[config.mk]
export PLATFORM = sky130hd
export DESIGN_NAME = led_strip_color_wipe
export DESIGN_NICKNAME = d
export VERILOG_FILES = /design/src/rtl/lcw_pkg.sv /design/src/rtl/lcw_queue.sv /design/src/rtl/lcw_front.sv /design/src/rtl/lcw_back.sv /design/src/rtl/led_strip_color_wipe.sv
export SDC_FILE = /design/constraint.sdc
export NUM_CORES = 2
export LEC_CHECK = 0
export ABC_CLOCK_PERIOD_IN_PS = 9600
export BUFFER_PORTS_ARGS = -buffer_cell sky130_fd_sc_hd__buf_2
export CORE_ASPECT_RATIO = 1.25
export CORE_MARGIN = 5
export CORE_UTILIZATION = 35
export DETAILED_ROUTE_END_ITERATION = 8
export SLEW_MARGIN = 5
export SYNTH_ARGS = -nofsm -noshare
export SYNTH_HDL_FRONTEND = slang
export SYNTH_SLANG_ARGS = --single-unit
[constraint.sdc]
create_clock -name clk -period 9.6 [get_ports clk]
set_input_delay 0.96 -clock clk [delete_from_list [all_inputs] [get_ports clk]]
set_output_delay 0.96 -clock clk [all_outputs]
set_load 0.02 [all_outputs]
[src/rtl/lcw_pkg.sv]
package lcw_pkg;

	localparam int unsigned COLOR_W     = 32;
	localparam int unsigned RGB_W       = 24;
	localparam int unsigned TIME_W      = 32;
	localparam int unsigned RUN_W       = 16;
	localparam int unsigned ENTRY_W     = 49;
	localparam int unsigned PAL_SLOTS   = 4;
	localparam int unsigned PAL_IDX_W   = 2;
	localparam int unsigned SIZE_W      = 3;
	localparam int unsigned CFG_IDX_W   = 3;
	localparam int unsigned LED_INDEX_W = 6;
	localparam int unsigned QUEUE_DEPTH = 2;

	// palette entry layout
	localparam int unsigned ENTRY_RAND_BIT = 32;
	localparam int unsigned ENTRY_RUN_LSB  = 33;

	localparam logic [TIME_W-1:0]  STEP_INTERVAL_RESET = 32'd100;
	localparam logic [ENTRY_W-1:0] PAL_RESET           = 49'h0_0003_FFFF_FFFF;
	localparam logic [SIZE_W-1:0]  PAL_SIZE_RESET      = 3'd1;

	// configuration register indexes
	localparam logic [CFG_IDX_W-1:0] REG_STEP_INTERVAL = 3'd0;
	localparam logic [CFG_IDX_W-1:0] REG_REVERSE       = 3'd1;
	localparam logic [CFG_IDX_W-1:0] REG_PALETTE_SIZE  = 3'd2;
	localparam logic [CFG_IDX_W-1:0] REG_PALETTE_0     = 3'd3;
	localparam logic [CFG_IDX_W-1:0] REG_PALETTE_1     = 3'd4;
	localparam logic [CFG_IDX_W-1:0] REG_PALETTE_2     = 3'd5;
	localparam logic [CFG_IDX_W-1:0] REG_PALETTE_3     = 3'd6;

	typedef struct packed {
		logic [TIME_W-1:0] now_ms;
		logic [RGB_W-1:0]  random_rgb;
	} tick_t;

	typedef struct packed {
		logic [LED_INDEX_W-1:0] led_index;
		logic [7:0]             red;
		logic [7:0]             green;
		logic [7:0]             blue;
		logic [7:0]             white;
		logic                   last_led;
	} led_t;

	typedef struct packed {
		logic                 en;
		logic [CFG_IDX_W-1:0] index;
		logic [ENTRY_W-1:0]   data;
	} cfg_write_t;

	// one wipe step for the back end
	typedef struct packed {
		logic [COLOR_W-1:0] color;
		logic               reverse;
	} wipe_cmd_t;

	typedef struct packed {
		logic      valid;
		wipe_cmd_t cmd;
	} queue_port_t;

	typedef enum logic {
		BK_IDLE,
		BK_EMIT
	} bk_state_t;

endpackage

[src/rtl/lcw_queue.sv]
module lcw_queue
	import lcw_pkg::*;
(
	input  logic        clk,
	input  logic        arst_n,
	input  queue_port_t push,
	output logic        full,
	input  logic        pop,
	output queue_port_t head
);

	localparam int unsigned PTR_W = $clog2(QUEUE_DEPTH);

	wipe_cmd_t        slot_q [QUEUE_DEPTH];
	logic [PTR_W-1:0] wr_ptr_q;
	logic [PTR_W-1:0] rd_ptr_q;
	logic [PTR_W:0]   count_q;
	logic             do_push;
	logic             do_pop;

	assign full       = (count_q == (PTR_W+1)'(QUEUE_DEPTH));
	assign head.valid = (count_q != '0);
	assign head.cmd   = slot_q[rd_ptr_q];
	assign do_push    = push.valid && !full;
	assign do_pop     = pop && head.valid;

	always_ff @(posedge clk or negedge arst_n) begin
		if (!arst_n) begin
			wr_ptr_q <= '0;
			rd_ptr_q <= '0;
			count_q  <= '0;
		end else begin
			if (do_push) begin
				wr_ptr_q <= wr_ptr_q + 1'b1;
			end
			if (do_pop) begin
				rd_ptr_q <= rd_ptr_q + 1'b1;
			end
			if (do_push && !do_pop) begin
				count_q <= count_q + 1'b1;
			end else if (do_pop && !do_push) begin
				count_q <= count_q - 1'b1;
			end
		end
	end

	always_ff @(posedge clk) begin
		if (do_push) begin
			slot_q[wr_ptr_q] <= push.cmd;
		end
	end

endmodule

[src/rtl/lcw_front.sv]
module lcw_front
	import lcw_pkg::*;
#(
	parameter int unsigned MAX_COLORS = 4
)(
	input  logic        clk,
	input  logic        arst_n,
	input  cfg_write_t  cfg,
	input  logic        in_valid,
	output logic        in_stall,
	input  tick_t       in_data,
	output queue_port_t push,
	input  logic        queue_full
);

	logic [TIME_W-1:0]    interval_q;
	logic                 reverse_q;
	logic [SIZE_W-1:0]    size_q;
	logic [ENTRY_W-1:0]   pal_q [PAL_SLOTS];
	logic [PAL_SLOTS-1:0] pal_rand_q;
	logic [RGB_W-1:0]     rep_q [PAL_SLOTS];
	logic [PAL_SLOTS-1:0] rep_flag_q;
	logic [TIME_W-1:0]    last_step_q;
	logic [PAL_IDX_W-1:0] pal_idx_q;
	logic [RUN_W-1:0]     run_cnt_q;

	logic                 accept;
	logic                 step;
	logic [TIME_W-1:0]    elapsed;
	logic [SIZE_W-1:0]    size_used;
	logic [PAL_IDX_W-1:0] idx;
	logic [PAL_IDX_W-1:0] nidx;
	logic [ENTRY_W-1:0]   entry;
	logic [COLOR_W-1:0]   color;
	logic [RUN_W:0]       run_next;
	logic                 run_done;
	logic [PAL_IDX_W-1:0] cfg_slot;
	logic                 cfg_slot_ok;

	assign in_stall = queue_full;
	assign accept   = in_valid && !queue_full;
	assign elapsed  = in_data.now_ms - last_step_q;
	assign step     = accept && (elapsed >= interval_q);

	always_comb begin
		if (size_q == '0) begin
			size_used = SIZE_W'(1);
		end else if (size_q > SIZE_W'(MAX_COLORS)) begin
			size_used = SIZE_W'(MAX_COLORS);
		end else begin
			size_used = size_q;
		end
	end

	// index left past the end by a smaller palette restarts at entry zero
	assign idx   = ({1'b0, pal_idx_q} >= size_used) ? '0 : pal_idx_q;
	assign entry = pal_q[idx];
	assign color = rep_flag_q[idx] ? {entry[COLOR_W-1:RGB_W], rep_q[idx]} : entry[COLOR_W-1:0];

	assign run_next = {1'b0, run_cnt_q} + 1'b1;
	assign run_done = run_next >= {1'b0, entry[ENTRY_RUN_LSB +: RUN_W]};
	assign nidx     = (({1'b0, idx} + 1'b1) == size_used) ? '0 : idx + 1'b1;

	assign push.valid       = step;
	assign push.cmd.color   = color;
	assign push.cmd.reverse = reverse_q;

	assign cfg_slot    = PAL_IDX_W'(cfg.index - REG_PALETTE_0);
	assign cfg_slot_ok = ({1'b0, cfg_slot} < SIZE_W'(MAX_COLORS));

	always_ff @(posedge clk or negedge arst_n) begin
		if (!arst_n) begin
			interval_q  <= STEP_INTERVAL_RESET;
			reverse_q   <= 1'b0;
			size_q      <= PAL_SIZE_RESET;
			for (int k = 0; k < PAL_SLOTS; k++) begin
				pal_q[k] <= PAL_RESET;
			end
			pal_rand_q  <= '1;
			rep_flag_q  <= '0;
			last_step_q <= '0;
			pal_idx_q   <= '0;
			run_cnt_q   <= '0;
		end else begin
			if (step) begin
				last_step_q <= in_data.now_ms;
				if (run_done) begin
					run_cnt_q <= '0;
					pal_idx_q <= nidx;
					if (pal_rand_q[nidx]) begin
						rep_flag_q[nidx] <= 1'b1;
					end
				end else begin
					run_cnt_q <= run_next[RUN_W-1:0];
					pal_idx_q <= idx;
				end
			end
			if (cfg.en) begin
				case (cfg.index)
					REG_STEP_INTERVAL: interval_q <= cfg.data[TIME_W-1:0];
					REG_REVERSE:       reverse_q  <= cfg.data[0];
					REG_PALETTE_SIZE:  size_q     <= cfg.data[SIZE_W-1:0];
					REG_PALETTE_0, REG_PALETTE_1, REG_PALETTE_2, REG_PALETTE_3: begin
						if (cfg_slot_ok) begin
							pal_q[cfg_slot]      <= cfg.data;
							pal_rand_q[cfg_slot] <= cfg.data[ENTRY_RAND_BIT];
							// a rewritten entry falls back to its own rgb
							rep_flag_q[cfg_slot] <= 1'b0;
						end
					end
					default: ;
				endcase
			end
		end
	end

	// replacement colors are only read while their flag is set
	always_ff @(posedge clk) begin
		if (step && run_done && pal_rand_q[nidx]) begin
			rep_q[nidx] <= in_data.random_rgb;
		end
	end

endmodule

[src/rtl/lcw_back.sv]
module lcw_back
	import lcw_pkg::*;
#(
	parameter int unsigned LED_COUNT = 32
)(
	input  logic        clk,
	input  logic        arst_n,
	input  queue_port_t head,
	output logic        pop,
	output logic        out_valid,
	input  logic        out_stall,
	output led_t        out_data
);

	localparam int unsigned LED_IDX_W = $clog2(LED_COUNT);
	localparam logic [LED_IDX_W-1:0] LAST_IDX = LED_IDX_W'(LED_COUNT - 1);

	logic [COLOR_W-1:0]   strip_q [LED_COUNT];
	bk_state_t            state_q;
	bk_state_t            state_d;
	logic [LED_IDX_W-1:0] cnt_q;
	logic                 out_valid_q;
	led_t                 out_q;
	logic                 advance;
	logic                 at_last;

	assign at_last = (cnt_q == LAST_IDX);

	always_comb begin
		state_d = state_q;
		case (state_q)
			BK_IDLE: begin
				if (head.valid) begin
					state_d = BK_EMIT;
				end
			end
			BK_EMIT: begin
				if (advance && at_last) begin
					state_d = BK_IDLE;
				end
			end
			default: state_d = BK_IDLE;
		endcase
	end

	always_comb begin
		pop     = 1'b0;
		advance = 1'b0;
		case (state_q)
			BK_IDLE: pop     = head.valid;
			BK_EMIT: advance = !out_valid_q || !out_stall;
			default: ;
		endcase
	end

	// strip is a ring: emission rotates it once, ending where it began
	always_ff @(posedge clk or negedge arst_n) begin
		if (!arst_n) begin
			state_q     <= BK_IDLE;
			cnt_q       <= '0;
			out_valid_q <= 1'b0;
			for (int i = 0; i < LED_COUNT; i++) begin
				strip_q[i] <= '0;
			end
		end else begin
			state_q <= state_d;
			if (pop) begin
				cnt_q <= '0;
				if (head.cmd.reverse) begin
					for (int i = LED_COUNT - 1; i > 0; i--) begin
						strip_q[i] <= strip_q[i-1];
					end
					strip_q[0] <= head.cmd.color;
				end else begin
					for (int i = 0; i < LED_COUNT - 1; i++) begin
						strip_q[i] <= strip_q[i+1];
					end
					strip_q[LED_COUNT-1] <= head.cmd.color;
				end
			end else if (advance) begin
				cnt_q <= cnt_q + 1'b1;
				for (int i = 0; i < LED_COUNT - 1; i++) begin
					strip_q[i] <= strip_q[i+1];
				end
				strip_q[LED_COUNT-1] <= strip_q[0];
			end
			if (advance) begin
				out_valid_q <= 1'b1;
			end else if (!out_stall) begin
				out_valid_q <= 1'b0;
			end
		end
	end

	always_ff @(posedge clk) begin
		if (advance) begin
			out_q.led_index <= LED_INDEX_W'(cnt_q);
			out_q.red       <= strip_q[0][7:0];
			out_q.green     <= strip_q[0][15:8];
			out_q.blue      <= strip_q[0][23:16];
			out_q.white     <= strip_q[0][31:24];
			out_q.last_led  <= at_last;
		end
	end

	assign out_valid = out_valid_q;
	assign out_data  = out_q;

endmodule

[src/rtl/led_strip_color_wipe.sv]
// path: a stepping tick is queued, loaded in BK_IDLE, then emitted from BK_EMIT
// throughput: one tick per cycle while the command queue has room; each step then
//   holds the back end for one load, then one led per cycle out of the strip ring
//   while not stalled; the next command pops only after the frame is out
// reset: arst_n clears strip, timing, palette position and queue; config to defaults
module led_strip_color_wipe
	import lcw_pkg::*;
#(
	parameter int unsigned LED_COUNT  = 32,
	parameter int unsigned MAX_COLORS = 4
)(
	input  logic                 clk,
	input  logic                 arst_n,
	// configuration write port
	input  logic                 cfg_wr_en,
	input  logic [CFG_IDX_W-1:0] cfg_index,
	input  logic [ENTRY_W-1:0]   cfg_data,
	// tick input
	input  logic                 in_valid,
	output logic                 in_stall,
	input  tick_t                in_data,
	// led output, one transaction per led
	output logic                 out_valid,
	input  logic                 out_stall,
	output led_t                 out_data
);

	cfg_write_t  cfg;
	queue_port_t push;
	queue_port_t head;
	logic        queue_full;
	logic        pop;

	assign cfg.en    = cfg_wr_en;
	assign cfg.index = cfg_index;
	assign cfg.data  = cfg_data;

	// front end: interval check, palette walk and random replacement,
	// produces the color that enters the strip on this step
	lcw_front #(
		.MAX_COLORS (MAX_COLORS)
	) u_front (
		.clk        (clk),
		.arst_n     (arst_n),
		.cfg        (cfg),
		.in_valid   (in_valid),
		.in_stall   (in_stall),
		.in_data    (in_data),
		.push       (push),
		.queue_full (queue_full)
	);

	// short command queue so ticks keep flowing while a frame drains
	lcw_queue u_queue (
		.clk    (clk),
		.arst_n (arst_n),
		.push   (push),
		.full   (queue_full),
		.pop    (pop),
		.head   (head)
	);

	// back end: shifts the strip and streams the whole frame out
	lcw_back #(
		.LED_COUNT (LED_COUNT)
	) u_back (
		.clk       (clk),
		.arst_n    (arst_n),
		.head      (head),
		.pop       (pop),
		.out_valid (out_valid),
		.out_stall (out_stall),
		.out_data  (out_data)
	);

endmodule

; ---- Yosys cells after proc, flatten, opt, wreduce, memory -nomap -nowiden
; Memories as Yosys holds them, arrays and structs flattened.
; Cells that the tools add are included.
[word_totals]
reg_bits = 1363
inputBits = 113
output_inout_bits = 41
memories = 2
ramBits = 162
[op_classes]
mux = 45
add_sub_neg = 10
reduce_logical = 28
eq_ne = 10
n_bitwise = 6
n_lt_le_gt_ge = 12
[memory_table]
columns = name, words, width, rd, rd_ports_with_merged_regs, write_ports, line_no
row1 = u_front.rep_q, 4, 24, 1, 0, 1, lcw_front.sv:21  ; logic [RGB_W-1:0] rep_q [PAL_SLOTS];
row2 = u_queue.slot_q, 2, 33, 1, 0, 1, lcw_queue.sv:14  ; wipe_cmd_t slot_q [QUEUE_DEPTH];
[op_table]
columns = op, n
row1 = 2-to-1 mux 1024 bit, 3
row2 = bitwise mux 196 bit, 1
row3 = 2-to-1 mux 49 bit, 3
row4 = binary-select mux 49 bit (select 2 bit), 1
row5 = demux 49 bit (select 2 bit), 1
row6 = >= comparator 32 bit, 1
row7 = subtractor 32 bit, 1
row8 = 2-to-1 mux 24 bit, 1
row9 = 2-to-1 mux 4 bit, 5
row10 = "adder 16 x 1 -> 17 bit, second input constant", 1
row11 = >= comparator 17 x 16 -> 1 bit, 1
row12 = 2-to-1 mux 16 bit, 1
row13 = 2-to-1 mux 1 bit, 14
row14 = logical AND 1 bit, 12
row15 = 2-to-1 mux 2 bit, 5
row16 = 2-to-1 mux 5 bit, 2
row17 = "== test 3 bit, second input constant", 3
row18 = "less-than comparator 2 x 3 -> 1 bit, second input constant", 3
row19 = AND reduction 2 bit, 4
row20 = "== test 3 x 2 -> 1 bit, second input constant", 2
row21 = ">= comparator 3 bit, second input constant", 2
row22 = logical NOT 3 bit, 2
row23 = 2-to-1 mux 3 bit, 2
row24 = inverter 2 -> 3 bit, 2
row25 = 27 further kinds, 38

; ---- Longest topological paths before layout
[depth]
ltp_word = 19
mapped_depth = 27
ltp_nobuf = 25

; ---- Hierarchy
; A second synthesis with hierarchy kept.
[unflattened]
cells_unflattened = 5549
area_unflattened_um2 = 68934.9
[modules_own_cells]
columns = module, area_per_inst_um2, cells_per_inst, n_inst, seq_area_each_um2
row1 = lcw_back, 47139.0, 3524, 1, 26940.8
row2 = lcw_front, 19062.0, 1903, 1, 10214.8
row3 = lcw_queue, 2733.9, 122, 1, 2082.0

; ---- Worst setup path after synthesis
; OpenSTA, ideal clock, no wires.
[synth_timing]
path_type = input -> register
from = in in_data[24] (netlist name)
to = mem u_front.rep_q[1][0], enable pin
setup_time_ns = 0.478
t_arrival_ns = 6.833
t_required_ns = 9.122
setup_slack_ns = 2.289
stages = 20
path_cell_list = inv_1 -> ha_1 -> inv_1 -> fa_1 -> a211oi_1 -> o21bai_1 -> o211ai_1 -> a21boi_0 -> o21a_1 -> o21ai_0 -> a21oi_1 -> a311o_1 -> ha_1 -> nand4_1 -> a211oi_1 -> a21oi_1 -> nand2_1 -> a311o_1 -> a21oi_4 -> nor4b_1
[synth_between]
elab_chain_len = 7
[synth_lines]
columns = item, line_no
row1 = from (decl), led_strip_color_wipe.sv:21  ; input tick_t in_data,
row2 = subtractor 32 bit, lcw_front.sv:42  ; assign elapsed = in_data.now_ms - last_step_q;
row3 = >= comparator 32 bit, lcw_front.sv:43  ; assign step = accept && (elapsed >= interval_q);
row4 = logical AND 1 bit, lcw_front.sv:43
row5 = logical AND 1 bit (2 in series), lcw_front.sv:119  ; if (step && run_done && pal_rand_q[nidx]) begin
row6 = 2-to-1 mux 1 bit, lcw_front.sv:119
row7 = 2-to-1 mux 1 bit (implied by the code), lcw_front.sv:120  ; rep_q[nidx] <= in_data.random_rgb;
row8 = to (decl), lcw_front.sv:21
; No other way between the ends.

; ---- Final worst setup path
[layout_timing]
from = reg u_front.last_step_q[0]
to = mem u_queue.slot_q[1][12] (netlist name), enable pin
[layout_between]
elab_chain_len = 6
[layout_lines]
columns = item, line_no
row1 = from (decl), lcw_front.sv:23  ; logic [TIME_W-1:0] last_step_q;
row2 = from (signal assigned), lcw_front.sv:86  ; last_step_q <= in_data.now_ms;
row3 = subtractor 32 bit, lcw_front.sv:42
row4 = >= comparator 32 bit, lcw_front.sv:43
row5 = logical AND 1 bit, lcw_front.sv:43
row6 = logical AND 1 bit, lcw_queue.sv:24  ; assign do_push = push.valid && !full;
row7 = 2-to-1 mux 1 bit, lcw_queue.sv:48  ; if (do_push) begin
row8 = 2-to-1 mux 1 bit (implied by the code), lcw_queue.sv:49  ; slot_q[wr_ptr_q] <= push.cmd;
row9 = to (decl), lcw_queue.sv:14
; No other way between the ends.

==> out/metrics.csv <==
stage,metric,value,unit
synth,"Seq/Total Area, Yosys",59.76,%
placed_design,post-DP HPWL,87610,um
power,P_leak,35.09,nW
power,internal cell power,12.27,mW
setup_path,critical path depth,21,
setup_path,flop-to-flop setup slack,3.50,ns
die,Die W,397.4,um
synth,cell count after synthesis,6283,
setup_path,Worst EP arrival,6.54,ns
setup_path,crit end category,register,
routing,DR vias,45680,
layout,nets@finish,6422,
sta,final slew viol count,0,
layout,area grow syn2layout,12.55,%
power,pwr dens,233.9,nW/um2
layout,Filler cells,18260,
setup_path,worst setup path endpoint,u_queue.slot_q[1][12]$_DFFE_PP_,
layout,Non-Filler Instances,8872,
die,Top-Level Pins,154,
clocking,CTS tree,built,
sta,final hold vios,0,
power,Gate power share,17.2,%
layout,layout cell share with drive strength beyond 1,13.87,%
setup_path,Crit Path Category,register to register,
placed_design,area post-placement,68580,um2
power,worst vdd ir,169.9,uV
placed_design,number of port buffers,152,
setup_path,CP peak stage delay,0.85,ns
setup_path,WP buf/inv,3,
routing,DRT Pass-1 Iters,6,
clocking,cts repair resizes,0,
sta,final setup fails,0,
power,NetSw,5.015,mW
layout,Final Cell Area,73900,um2
power,Sw Ratio,29.01,%
placed_design,gpl congestion,0.8169,
worst_hold_path,HP Class,input pin to asynchronous set/reset pin,
synth,Post-synth EDFFs,200,
synth,most common flop cell mapped by yosys,dfrtp_1,
sta,post-layout minimum cycle time,6.100,ns
global_routing,largest net degree at the start of global routing,236,
sta,Final WS setup,3.500,ns
sta,Tcrit/Tclk final,63.54,%
clocking,Post-CTS Setup Bufs,0,
clocking,CTS sink cnt,1521,
sta,Slew headroom,23.82,%
power,clock network fraction of total power,35.8,%
global_routing,initial antenna violation count,29,
setup_path,CP Data Required Time,10.04,ns
global_routing,Congestion Overflow GR,0,
sta,RSZ-0062 raised after global routing,no,
synth,#FFs+latches synth,1521,
global_routing,gr usage total,14.75,%
clocking,CTS root buf,clkbuf_16,
synth,total nets after synthesis,6483,
sta,Fin Clk Skew,0.03641,ns
sta,final setup TNS,0,ns
layout,multi-input logic area,24550,um2
sta,WHS,0.1003,ns
setup_path,crit path max fanout,65,
setup_path,worst reg2reg startpoint,u_front.last_step_q[0]$_DFFE_PN0N_,
clocking,Clock Latency Late Sink,0.80,ns
status,status,finished clean,
run,total of max-cap violations,0,
routing,WL final,146500,um
synth,Mapped Area,65660,um2
setup_path,"CP delay by family, top",compound AO/OA/AOI/OAI gates,
routing,DRT iter0 DRCs,4191,
synth,Synth Warn #,0,
clocking,Longest Clk Path Bufs,3,
sta,FMAX,163.9,MHz
setup_path,reg2reg path depth,21,
die,Die Ht,494.2,um
synth,synthesized area per cell,10.45,um2
setup_path,slowest CP cell,inv_2,
clocking,CTS Buf Count,156,
placed_design,dpl cells,8570,
routing,DRC,0,
clocking,clock transition at the registers of the reported paths,0.06,ns
setup_path,crit start category,register,
die,Row Count,177,
clocking,H-tree Lvls,4,
routing,post-DR vias/cell,5.149,
setup_path,reg2reg end,u_queue.slot_q[1][12]$_DFFE_PP_,
routing,Routed Antenna Nets,0,
global_routing,first-pass GRT wire length,240400,um
layout,FF+latch area,39240,um2
synth,Cell variety after synth,65,
routing,Routed WL per cell,16.52,um
die,Core Box Area,186500,um2
setup_path,CP Cell Sequence,ha_1 > inv_1 > fa_1 > a211oi_1 > o21bai_1 > o211ai_1 > a21boi_0 > o21a_1 > o21ai_0 > a21oi_1 > a311o_1 > ha_1 > nand4_1 > a211oi_1 > a21oi_1 > nand2_1 > a311o_1 > a21oi_4 > buf_4 > inv_2 > and2_4,
die,die area,196400,um2
power,Seq pwr share,47.0,%
placed_design,Post-Place Setup Slack,2.638,ns
die,Initial Utilization,35.21,%
synth,asr flop ratio synth,86.85,%
setup_path,crit path from,u_front.last_step_q[0]$_DFFE_PN0N_,
sta,Tightest Pin Transition,1.143,ns
global_routing,vias in the first global route,44480,
clocking,# hold bufs at CTS,0,
## layout by cell type (no fill, tap or decap), types with 34 or more instances in the layout
cell type     n
clkbuf_8     34
mux2_2      216
buf_4        48
a22oi_1     962
clkbuf_1     46
edfxtp_1    200
a211oi_1     50
ha_1         86
dfrtp_1    1180
a21oi_1      67
nor2_1       86
buf_2       151
dfstp_2     140
nand2_1    2236
mux4_2       48
inv_1        75
o21ai_0     192
clkbuf_16   157
## synthesized netlist by cell type, types with 8 or more instances
master / instances / area, um2
mux4_2: 48 / 1081
nor3_1: 12 / 60.06
o21ai_0: 194 / 970.9
a21oi_1: 67 / 335.3
dfrtp_1: 1181 / 29550
a211oi_1: 50 / 375.4
mux2i_1: 34 / 340.3
dfstp_2: 140 / 3679
nand3_1: 29 / 145.1
nand2_1: 2236 / 8393
and3_1: 12 / 75.07
a31oi_1: 14 / 87.58
a22oi_1: 962 / 7222
buf_1: 21 / 78.83
xor2_1: 18 / 157.7
ha_1: 86 / 1076
nand2b_1: 22 / 137.6
xnor2_1: 27 / 236.5
o21ai_1: 31 / 155.2
inv_1: 75 / 281.5
a21o_1: 19 / 142.6
mux2_2: 216 / 2432
clkbuf_1: 374 / 1404
o21a_1: 9 / 67.56
and2_1: 8 / 50.05
nor2b_1: 8 / 50.05
edfxtp_1: 200 / 6006
buf_2: 26 / 130.1
nor2_1: 90 / 337.8
nand4_1: 10 / 62.56
## final cells by class
cell class / count / share of cell area, %
Multi-Input combinational cell: 4253 / 33.23
Inverter: 79 / 0.4013
Clock buffer: 237 / 6.184
Sequential cell: 1521 / 53.10
Antenna cell: 13 / 0.04402
Timing Repair Buffer: 211 / 1.835
Tap cell: 2506 / 4.243
Clock inverter: 52 / 0.9634
## per-layer routing
layer	vias to the layer above	wire length [um]	part of all wire, %	track usage (%)
met3	204	6899	4.7	3.445
met2	690	69900	48	24.05
li1	21760	-	-	-
met4	24	3314	2.3	3.738
met1	23010	66260	45	19.92
met5	-	163	0.11	0
## sequential cells by signal, summed over array words and instances (netlist names)
name,flops
u_back.strip_q,1024
u_front.pal_q,192
u_front.rep_q,96
u_queue.slot_q,66
u_back.out_data,38
u_front.interval_q,32
u_front.last_step_q,32
u_front.run_cnt_q,16
u_back.cnt_q,5
u_front.pal_rand_q,4
u_front.rep_flag_q,4
u_front.size_q,3
u_front.pal_idx_q,2
u_queue.count_q,2
u_back.out_valid,1
u_back.state_q,1
u_front.reverse_q,1
u_queue.rd_ptr_q,1
u_queue.wr_ptr_q,1
## how the worst min path moves through the flow
stage                                      endpoint  slack (ns)
finish              u_back.strip_q[416]$_DFFE_PN0P_        0.10
global route        u_back.strip_q[416]$_DFFE_PN0P_        0.14
CTS                 u_back.strip_q[416]$_DFFE_PN0P_        0.12
detailed placement   u_back.strip_q[58]$_DFFE_PN0P_        0.46
global placement     u_queue.slot_q[1][0]$_DFFE_PP_        0.45
floorplan            u_queue.slot_q[0][0]$_DFFE_PP_        0.44
## logic make-up after synthesis
| kind of cell | synth area share, % |
|---|---|
| AO/OA/AOI/OAI | 14.72 |
| buffers and inverters | 3.030 |
| AND/OR/NAND/NOR | 14.34 |
| multiplexers | 5.870 |
| XOR/XNOR | 0.6003 |
| adder cells (fa/ha/maj) | 1.669 |
| flip-flops | 59.76 |
| other | 0.005712 |
## power by group through the flow
stage          combinational, mW  clock [mW]  sequential, mW
2_1_floorplan               2.19           0            8.07
4_1_cts                     3.02        6.38            8.12
3_5_place_dp                3.01           0            8.24
5_1_grt                     3.39        6.63            8.24
3_3_place_gp                2.93           0            8.20
6_report                    2.98        6.18            8.13
## stage by stage
step	utilization [%]	total power, mW
6_report	39.63	17.28
3_5_place_dp	36.78	11.24
2_1_floorplan	-	10.26
4_1_cts	39.61	17.52
3_3_place_gp	36.78	11.13
5_1_grt	39.62	18.26
Note: power is estimated with default switching activity, not from simulation.
